--- src/hdl/ple_pkg.sv ---
// Shared types, constants and helpers of the positional list engine.
package ple_pkg;

  localparam int DATA_W = 32;
  localparam int POS_W  = 7;
  localparam int WAIT_W = 3;
  localparam int FAN_IN = 8;

  typedef enum logic [2:0] {
    REQ_CLEAR      = 3'd0,
    REQ_PUSH_FRONT = 3'd1,
    REQ_PUSH_BACK  = 3'd2,
    REQ_INSERT     = 3'd3,
    REQ_ERASE      = 3'd4,
    REQ_FILL       = 3'd5,
    REQ_SWAP       = 3'd6,
    REQ_READ       = 3'd7
  } req_e;

  typedef enum logic [2:0] {
    COP_HOLD,
    COP_CLEAR,
    COP_INSERT,
    COP_ERASE,
    COP_FILL,
    COP_SWAP
  } cell_op_e;

  typedef enum logic [1:0] {
    S_IDLE,
    S_LOOK,
    S_APPLY,
    S_TAIL
  } state_e;

  typedef struct packed {
    cell_op_e          op;
    logic [DATA_W-1:0] val;
    logic [DATA_W-1:0] val_a;
    logic [DATA_W-1:0] val_b;
  } cell_ctl_t;

  function automatic int tree_levels(input int n);
    int m;
    int lv;
    m  = n;
    lv = 1;
    for (int k = 0; k < 8; k++) begin
      if (m > FAN_IN) begin
        m  = (m + FAN_IN - 1) >> 3;
        lv = lv + 1;
      end
    end
    return lv;
  endfunction

endpackage

--- src/hdl/ple_cell.sv ---
// One list cell: holds an entry and updates it from its neighbors.
module ple_cell #(
  parameter int IDX_W = 7,
  parameter int INDEX = 0
) (
  input  logic                      clk_i,
  input  logic                      rst_ni,
  input  ple_pkg::cell_ctl_t        ctl_i,
  input  logic [IDX_W-1:0]          slot_i,
  input  logic [IDX_W-1:0]          sel_a_i,
  input  logic [IDX_W-1:0]          sel_b_i,
  input  logic [ple_pkg::DATA_W-1:0] left_i,
  input  logic [ple_pkg::DATA_W-1:0] right_i,
  output logic [ple_pkg::DATA_W-1:0] entry_o,
  output logic [ple_pkg::DATA_W-1:0] tap_a_o,
  output logic [ple_pkg::DATA_W-1:0] tap_b_o
);
  import ple_pkg::*;

  localparam logic [IDX_W-1:0] MY_IDX = IDX_W'(INDEX);

  logic [DATA_W-1:0] entry_d;
  logic [DATA_W-1:0] entry_q;

  always_comb begin
    entry_d = entry_q;
    unique case (ctl_i.op)
      COP_HOLD: entry_d = entry_q;
      COP_CLEAR: entry_d = '0;
      COP_INSERT: begin
        if (MY_IDX == slot_i) begin
          entry_d = ctl_i.val;
        end else if (MY_IDX > slot_i) begin
          entry_d = left_i;
        end
      end
      COP_ERASE: begin
        if (MY_IDX >= slot_i) begin
          entry_d = right_i;
        end
      end
      COP_FILL: begin
        if (MY_IDX < slot_i) begin
          entry_d = ctl_i.val;
        end
      end
      COP_SWAP: begin
        if (MY_IDX == sel_a_i) begin
          entry_d = ctl_i.val_b;
        end else if (MY_IDX == sel_b_i) begin
          entry_d = ctl_i.val_a;
        end
      end
      default: entry_d = entry_q;
    endcase
  end

  always_ff @(posedge clk_i or negedge rst_ni) begin
    if (!rst_ni) begin
      entry_q <= '0;
    end else begin
      entry_q <= entry_d;
    end
  end

  assign entry_o = entry_q;
  assign tap_a_o = (MY_IDX == sel_a_i) ? entry_q : '0;
  assign tap_b_o = (MY_IDX == sel_b_i) ? entry_q : '0;

endmodule

--- config.mk ---
export PLATFORM = sky130hd
export DESIGN_NAME = ple_cell
export DESIGN_NICKNAME = d
export VERILOG_FILES = /design/src/hdl/ple_pkg.sv /design/src/hdl/ple_cell.sv
export SDC_FILE = /design/constraint.sdc
export NUM_CORES = 1
export LEC_CHECK = 0
export ABC_CLOCK_PERIOD_IN_PS = 3100
export BUFFER_PORTS_ARGS = -buffer_cell sky130_fd_sc_hd__buf_2
export CORE_ASPECT_RATIO = 0.5
export CORE_MARGIN = 2
export CORE_UTILIZATION = 34
export DETAILED_ROUTE_END_ITERATION = 10
export GPL_TIMING_DRIVEN = 1
export PLACE_DENSITY = 0.79
export SYNTH_ARGS = -nofsm -noshare
export SYNTH_HDL_FRONTEND = slang
export SYNTH_SLANG_ARGS = --single-unit
--- constraint.sdc ---
create_clock -name clk_i -period 3.1 [get_ports clk_i]
set_input_delay 0.93 -clock clk_i [delete_from_list [all_inputs] [get_ports clk_i]]
set_output_delay 0.93 -clock clk_i [all_outputs]
set_load 0.01 [all_outputs]
Word level (Yosys, flattened, before mapping)
Cells that the tools add are included.
- register bits after elaboration: 32
- input bits: 186
- output and inout bits: 96
- logic and storage cells: 27
- $lt $le $gt $ge: 3
- equal/unequal tests: 9
- multiplexer cells: 9
- reductions and logical operators: 5
- operator list (kind ; number):
    two-way mux 32 bit ; 8
    one-hot mux 32 bit (5 select lines) ; 1
    zero test 7 bit ; 3
    greater-or-equal comparator 1 x 7 -> 1 bit (first input constant) ; 1
    > comparator 1 x 7 -> 1 bit (first input constant) ; 1
    less-than comparator 1 x 7 -> 1 bit (first input constant) ; 1
    equality test 3 x 2 -> 1 bit (second input constant) ; 2
    equality test 3 bit (second input constant) ; 2
    != test 3 bit (second input constant) ; 2
    AND reduction 5 bit ; 1
    nonzero test 5 bit ; 1
    != test 2 bit (second input constant) ; 2
    equality test 3 x 1 -> 1 bit (second input constant) ; 1

Logic depth before layout (Yosys ltp)
Gate-level depths: netlist of the first run.
- depth in word-level cells: 4
- gate-level depth with buffers: 7
- gate-level depth less buffers: 5

Least setup slack after synthesis of the first run
Ideal clock, no wire load.
- path kind: input to output
- start: input port sel_a_i[4]
- end: output port tap_a_o[10] (netlist name)
- arrival time: 2.316 ns
- data required time: 2.170 ns
- slack: -0.146 ns
- stages: 6
- path buffers: 3
- cell sequence: or4_4 > nor4_4 > buf_6 > buf_8 > buf_2 > and2_1
- word-level cells in the longest chain between the ends: 2
- ends and longest elaborated chain (element ; RTL line ; RTL):
    from (decl) ; ple_cell.sv:10 ; input logic [IDX_W-1:0] sel_a_i,
    zero test 7 bit ; ple_cell.sv:67 ; assign tap_a_o = (MY_IDX == sel_a_i) ? entry_q : '0;
    two-way mux 32 bit ; ple_cell.sv:67 ;
    to (decl) ; ple_cell.sv:15 ; output logic [ple_pkg::DATA_W-1:0] tap_a_o,
No other way between the ends.

Worst setup path after layout of the first run
- start: input port sel_a_i[4]
- end: output port tap_a_o[15] (netlist name)
The elaborated chain is that of the path after synthesis.

==> results of run 1 <==
critical path, cell delays in order:
cell and delay (ps):
buf_6 90, or4_4 530, nor4_4 150, buf_6 200
clkbuf_16 180, and2_1 140, buf_2 130
cell type report:
cell class / count / share of cell area
tap: 112 / 0.0271
sequential: 32 / 0.155
multi-input combinational: 246 / 0.394
inverter: 1 / 0.000727
clock buffer: 6 / 0.0250
timing repair buffer: 309 / 0.397
clock inverter: 1 / 0.000969
per-layer routing:
layer  routed length, um  global-route usage  share of wire  vias to the layer above
li1                    -                   -              -                     1736
met1                5770               0.334           0.43                     1808
met2                6640               0.418           0.50                      185
met3                 752              0.0519          0.056                       22
met4                 195              0.0729          0.015                        0
met5                   0                   0              0                        -
worst paths after layout:
kind / start / to / slack [ps]
worst max-delay path: sel_a_i[4] / tap_a_o[15] / -190
worst min-delay path: entry_o[29]$_DFFE_PN0P_ / entry_o[29]$_DFFE_PN0P_ / 560
worst max register to register: entry_o[9]$_DFFE_PN0P_ / entry_o[9]$_DFFE_PN0P_ / 2330
worst min register to register: entry_o[29]$_DFFE_PN0P_ / entry_o[29]$_DFFE_PN0P_ / 560
max in group asynchronous: rst_ni / entry_o[20]$_DFFE_PN0P_ / 1910
min in group asynchronous: rst_ni / entry_o[24]$_DFFE_PN0P_ / 720
layout by cell type (no fill, tap or decap), drive strengths merged:
cell type	instances
dfrtp	32
o21ai	1
a22o	32
a21boi	1
nor3	1
nor3b	1
o2bb2ai	1
and2	65
nor2b	4
a22oi	32
a32o	1
or4	2
mux2i	32
o211ai	32
a21oi	2
nor4	3
clkinv	1
buf	304
bufbuf	1
inv	1
nand2	33
clkbuf	10
o21ba	1
a31oi	2
timing repair:
item,4_1_cts,5_1_grt
pin swaps,6,2
buffers inserted,2,1
resized for setup,6,84
setup endpoints to repair,64,64
cloned,2,5
where the power goes:
part	internal, W	switching (W)
Combinational	0.000223	0.000200
Sequential	0.000472	0.0000682
Clock	0.000291	0.000163
Total	0.000985	0.000431
cells by family after synthesis:
logic type	Yosys count	share of synthesized area
compound gates	105	0.329
buf+inv	30	0.0663
mux	32	0.110
flops	32	0.274
simple gates	109	0.221
per-stage QoR:
stage	hold slack, ps	util	power [W]	instances	TNS, ps
after floorplan	568	-	0.000712	308	-4390
after global placement	534	0.546	0.000943	690	-6080
after detailed placement	539	0.546	0.000951	690	-8100
after CTS	550	0.574	0.00141	701	-7570
after global routing	594	0.632	0.00149	707	-12970
final	563	0.632	0.00142	707	-9590
==> flow_summary.ini, run 1 <==
[clock_tree]
clk_path_buf_depth = 2
cts_buffers = 5
ctsHtreeMaxLevel = 2
clkSlewWorstSetupHoldPaths_ps = 50
cts_root_buffer = clkbuf_16
tritoncts = yes
clock_insertion_delay_worst_skew_ps = 270
cts_hold_buffers = 0
tritoncts_num_sinks = 32

[grt]
maximum_number_of_pins_on_one_net_before_global_route_repair = 33
first_global_vias = 3574
wire_length_of_the_first_global_routing_pass_um = 18700
globalRouteOverflowTotal = 0
antenna_violations_before_repair = 0
gr-usage-all-layers = 0.253

[layout]
total_inserted_antenna_cells = 0
finish.net_count = 781
area_growth_pct = 76.6
multiInputGateArea_mm2 = 0.00204
largest_register_ffs = 32
final_cell_area_mm2 = 0.00516
seq_area_um2 = 801
number_of_inserted_filler_cells_in_the_final_layout = 701
drive_gt1_frac = 0.655

[synth]
post_syn_area_mm2 = 0.00292
syn-num-nets = 494
synthMostInstantiatedCell = and2_1
synth_commonest_cells = and2_1, nand2_1
post_synthesis_cell_type_count = 28
synthesis.yosys.warnings = 0
async_flop_share = 1.00
synth_top_cell_by_area = dfrtp_1
synth_top_area_frac = 0.274
synth-seq-cells = 32
post_synth_main_area_contributors = dfrtp_1, and2_1, mux2i_1
synth.avg_cell_area_um2 = 9.49
synthFlopType = dfrtp_1
synth-edff-count = 0
synth_cells = 308
synth_sequential_area_ratio = 0.274

[routing]
first_iter_violations = 251
post_drt_wl_per_cell_um = 18.9
drt.antenna.violating_nets = 0
via_per_inst = 5.31
post-route-drc-count = 0
wl_um = 13400
drt_first_pass_iters = 5
dr_total_vias = 3751

[place]
gpl.final_weighted_congestion = 0.901
place_ws_ps = -158
place_area_mm2 = 0.00446
placement.io_buffers = 281
dp.final_hpwl_um = 9230

[timing]
period_needed_ps = 3290
final_critical_path_setup_slack_ps = -192
fmax_mhz = 304
finalCritPeriodShare = 1.06
setup_viol = 64
hold_viol = 0
number_of_pins_with_negative_max_slew_slack_in_the_final_report = 0
rsz0062_at_grt = true
slew-limit-headroom = 0.119
timing_worst_slew_pin_value_ps = 1320
finClkSkew_ps = 0

[power]
p_per_area_mw_per_mm2 = 274
total_leakage_power_nw = 2.66
ir_worst_vdd_mv = 0.214

[die]
die_width_um = 135
start_util = 0.358
fp.coreArea_mm2 = 0.00817
floorplan.rows = 23
dieHeight_um = 69.6
pin_count = 282
floorplan.die_area_mm2 = 0.00940

[setup_path]
crit_type = primary input to primary output
worst_ep_arrival_time_ps = 2360
reg2regPathDepth = 1
crit_required_ps = 2170
critical_path.startpoint_type = primary input
crit_fanout = 11
critical_path.endpoint_type = primary output

[status]
run_status = complete, but fails checks
failed_checks = negative setup slack

[job]
cap_violations = 0

[min_path]
min_delay_path_depth = 1
timing.hold.worst.class = flop to flop
Power figures use the tool's default switching activity.
==> run 2: changes to the inputs <==
Settings changed: PLACE_DENSITY 0.79 to default, PLACE_DENSITY_LB_ADDON from default to 0.3.
==> flow_summary.ini, run 2 (synthesis gave the netlist of run 1 again) <==
[place]
place_area_mm2 = 0.00443
placement.io_buffers = 281
dp.final_hpwl_um = 8870
gpl.final_weighted_congestion = 0.878
place_ws_ps = -166

[setup_path]
critical_path.startpoint_type = primary input
critical_path.endpoint_type = primary output
worst_ep_arrival_time_ps = 2280
crit-reg2reg-launch = entry_o[5]$_DFFE_PN0P_
reg2regPathDepth = 1
crit_start = sel_b_i[2]
crit_required_ps = 2170
reg2reg_setup_slack_ps = 2330
reg_to_reg_end = entry_o[5]$_DFFE_PN0P_
crit_type = primary input to primary output
crit_fanout = 15

[clock_tree]
clk_path_buf_depth = 2
cts_hold_buffers = 0
clock_insertion_delay_worst_skew_ps = 270
clkSlewWorstSetupHoldPaths_ps = 50
cts_root_buffer = clkbuf_16
ctsHtreeMaxLevel = 2
tritoncts = yes
tritoncts_num_sinks = 32
cts_buffers = 5

[min_path]
timing.hold.worst.class = flop to flop
worstHoldEndpoint = entry_o[18]$_DFFE_PN0P_
min-delay-start = entry_o[18]$_DFFE_PN0P_
min_delay_path_depth = 1

[die]
pin_count = 282
start_util = 0.358
dieHeight_um = 69.6
floorplan.die_area_mm2 = 0.00940
floorplan.rows = 23
die_width_um = 135
fp.coreArea_mm2 = 0.00817

[power]
ir_worst_vdd_mv = 0.173
p_per_area_mw_per_mm2 = 296
total_leakage_power_nw = 2.52

[layout]
layout_commonest_cell = buf_2
number_of_inserted_filler_cells_in_the_final_layout = 750
area_growth_pct = 60.8
largest_register_ffs = 32
seq_area_um2 = 801
total_inserted_antenna_cells = 0
multiInputGateArea_mm2 = 0.00196
layout.cells.most_common_list = buf_2, and2_1
finish.net_count = 775
drive_gt1_frac = 0.599
final_cell_area_mm2 = 0.00470

[timing]
hold_viol = 0
finClkSkew_ps = 0
number_of_pins_with_negative_max_slew_slack_in_the_final_report = 0
final_critical_path_setup_slack_ps = -108
slew-limit-headroom = 0.505
finalCritPeriodShare = 1.03
fmax_mhz = 312
rsz0062_at_grt = true
period_needed_ps = 3210
setup_viol = 64
timing_worst_slew_pin_value_ps = 742

[routing]
first_iter_violations = 215
via_per_inst = 4.97
post-route-drc-count = 0
drt.antenna.violating_nets = 0
wl_um = 11300
drt_first_pass_iters = 5
post_drt_wl_per_cell_um = 16.1
dr_total_vias = 3483

[grt]
maximum_number_of_pins_on_one_net_before_global_route_repair = 33
first_global_vias = 3293
gr-usage-all-layers = 0.224
wire_length_of_the_first_global_routing_pass_um = 16800
globalRouteOverflowTotal = 0
antenna_violations_before_repair = 0

[job]
cap_violations = 0

[status]
run_status = complete, but fails checks
failed_checks = negative setup slack
-- run 2: cell types whose count changed in the layout (fill, tap and decap cells not counted) --
cell | previous run | this run
and2_1 | 25 | 56
and2_4 | 40 | 9
buf_2 | 239 | 270
buf_6 | 45 | 16
clkbuf_16 | 9 | 5
buf_12 | 3 | 0
buf_16 | 1 | 0
buf_4 | 15 | 16
bufbuf_16 | 1 | 0
-- run 2: routing by layer --
metal	vias to the layer above	share of wire	GRT usage
li1	1717	-	-
met1	1623	0.44	0.296
met2	135	0.50	0.394
met3	8	0.060	0.0351
met4	0	0.0069	0.0347
met5	-	0	0
-- run 2: final cells by class --
cell class / instances / area share
clock inverter: 1 / 0.00106
timing repair buffer: 303 / 0.354
inverter: 1 / 0.000798
clock buffer: 6 / 0.0274
tap: 112 / 0.0298
sequential: 32 / 0.170
multi-input combinational: 246 / 0.416
-- run 2: what timing repair did --
action                     4_1_cts  5_1_grt
gates cloned                     0        2
pin swaps                        6        1
setup endpoints to repair       64       64
resized for setup                5       25
buffers inserted                 0        1
-- run 2: how the worst max path moves through the flow --
| stage | to | slack [ps] | cells after the start |
|---|---|---|---|
| detailed placement | tap_a_o[28] | -170 | 6 |
| finish | tap_b_o[12] | -110 | 7 |
| global route | tap_a_o[28] | -170 | 6 |
| global placement | tap_a_o[27] | -130 | 6 |
| floorplan | tap_a_o[10] | -150 | 6 |
| CTS | tap_a_o[28] | -100 | 6 |
-- run 2: stage by stage --
step	cells	power [W]	util	hold slack (ps)	setup TNS (ps)
after global placement	691	0.000940	0.542	528	-5200
final	701	0.00139	0.575	547	-5040
after detailed placement	691	0.000945	0.542	532	-5860
after CTS	698	0.00141	0.561	543	-4300
after global routing	701	0.00148	0.575	568	-8790
after floorplan	308	0.000712	-	568	-4390
-- run 2: worst max-delay path, cell delays in order --
cell and delay, ps:
buf_6 90, or4_4 530, nor4_4 150, buf_6 170, buf_8 140, and2_1 130, buf_2 130
-- run 2: where the power goes --
| part | internal (W) | total (W) | switching (W) |
|---|---|---|---|
| logic | 0.000218 | 0.000410 | 0.000191 |
| registers | 0.000472 | 0.000533 | 0.0000614 |
| clock network | 0.000291 | 0.000449 | 0.000159 |
| total | 0.000981 | 0.00139 | 0.000411 |
==> run 3: changes to the inputs <==
Settings changed: REMOVE_ABC_BUFFERS from default to 1.
==> flow_summary.ini, run 3 (synthesis gave the netlist of run 1 again) <==
[routing]
wl_um = 12800
dr_total_vias = 3693
drt_first_pass_iters = 4
post_drt_wl_per_cell_um = 17.8
first_iter_violations = 185
post-route-drc-count = 0
drt.antenna.violating_nets = 0
via_per_inst = 5.14

[setup_path]
crit_fanout = 25
crit_type = primary input to primary output
critical_path.startpoint_type = primary input
worst_ep_arrival_time_ps = 2350
crit_required_ps = 2170
critical_path.endpoint_type = primary output
reg2reg_setup_slack_ps = 2290

[timing]
rsz0062_at_grt = true
finalCritPeriodShare = 1.06
final_critical_path_setup_slack_ps = -178
fmax_mhz = 305
finClkSkew_ps = 0
setup_viol = 64
number_of_pins_with_negative_max_slew_slack_in_the_final_report = 0
timing_worst_slew_pin_value_ps = 1030
slew-limit-headroom = 0.314
hold_viol = 0
holdWs_ps = 555
period_needed_ps = 3280
fin_setup_tns_ps = -9110

[clock_tree]
cts_root_buffer = clkbuf_16
clock_insertion_delay_worst_skew_ps = 270
cts_hold_buffers = 0
tritoncts = yes
tritoncts_num_sinks = 32
ctsHtreeMaxLevel = 2
cts_buffers = 5
clkSlewWorstSetupHoldPaths_ps = 50
clk_path_buf_depth = 2

[place]
place_ws_ps = -156
place_area_mm2 = 0.00450
placement.io_buffers = 281
gpl.final_weighted_congestion = 0.826
dp.final_hpwl_um = 8770

[power]
share_comb_of_total_power = 0.293
total_leakage_power_nw = 2.71
sequential_power_share = 0.372
power.share.clock = 0.335
switching_share = 0.295
ir_worst_vdd_mv = 0.262
power_w = 0.00144
int_pwr_w = 0.00102
p_per_area_mw_per_mm2 = 277
switching_power_w = 0.000426

[layout]
drive_gt1_frac = 0.650
largest_register_ffs = 32
finish.net_count = 791
final_cell_area_mm2 = 0.00522
total_inserted_antenna_cells = 0
area_growth_pct = 78.5
layout_commonest_cell = buf_2
layout.cells.most_common_list = buf_2, buf_6, and2_4

[status]
run_status = complete, but fails checks
failed_checks = negative setup slack

[grt]
maximum_number_of_pins_on_one_net_before_global_route_repair = 50
first_global_vias = 3525
gr-usage-all-layers = 0.234
globalRouteOverflowTotal = 0
antenna_violations_before_repair = 0
wire_length_of_the_first_global_routing_pass_um = 17800

[die]
floorplan.rows = 23
dieHeight_um = 69.6
fp.coreArea_mm2 = 0.00817
die_width_um = 135
start_util = 0.358
floorplan.die_area_mm2 = 0.00940
pin_count = 282

[job]
cap_violations = 0

[min_path]
timing.hold.worst.class = flop to flop
==> run 3: cell count changes in the layout (fill, tap and decap cells not counted), moves of 5 or more <==
cell,delta
and2_4,+25
buf_4,+6
buf_6,+25
clkbuf_16,+5
buf_2,-25
buf_12,+5
and2_1,-25
==> run 3: area by class of cell <==
cell class	count	area, um^2
inverters	1	3.75
fillers	711	2950
multi-input cells	246	2040
repair buffers	319	2090
well taps	112	140
flip-flops and latches	32	801
clock buffers	8	146
==> run 3: timing repair <==
action                     in CTS  in global routing
gates resized for setup        10                 75
buffers inserted                2                  7
hold endpoints to repair        0                  0
pin swaps                       9                  4
cloned                          2                  5
setup endpoints to repair      64                 64
==> run 3: power groups by stage <==
stage | Sequential, W | Combinational, W | Clock, W
finish | 0.000536 | 0.000423 | 0.000484
global route | 0.000545 | 0.000460 | 0.000527
CTS | 0.000530 | 0.000417 | 0.000501
detailed placement | 0.000536 | 0.000414 | 0
global placement | 0.000534 | 0.000405 | 0
floorplan | 0.000543 | 0.000157 | 0
==> run 3: stage by stage <==
step           instances   util
6_report             718  0.639
5_1_grt              718  0.639
4_1_cts              706  0.577
3_5_place_dp         694  0.551
3_3_place_gp         694  0.551
2_1_floorplan        279      -
==> run 3: final timing paths <==
kind,startpoint,endpoint,cells after the start
worst max-delay path,sel_a_i[4],tap_a_o[25],7
worst min-delay path,entry_o[7]$_DFFE_PN0P_,entry_o[7]$_DFFE_PN0P_,1
worst max register to register,entry_o[10]$_DFFE_PN0P_,entry_o[10]$_DFFE_PN0P_,1
worst min register to register,entry_o[7]$_DFFE_PN0P_,entry_o[7]$_DFFE_PN0P_,1
max in group asynchronous,rst_ni,entry_o[24]$_DFFE_PN0P_,1
min in group asynchronous,rst_ni,entry_o[6]$_DFFE_PN0P_,1
==> run 3: metal layers <==
| layer | vias to the layer above | GRT usage | part of all wire |
|---|---|---|---|
| met4 | 0 | 0.0532 | 0.0098 |
| met2 | 134 | 0.399 | 0.50 |
| met1 | 1805 | 0.306 | 0.44 |
| li1 | 1742 | - | - |
| met3 | 12 | 0.0482 | 0.056 |
| met5 | - | 0 | 0 |
==> run 3: critical path: stages <==
cell       delay (ps)
buf_6              90
or4_4             540
nor4_4            160
buf_6             150
clkbuf_16         190
and2_1            140
buf_2             130
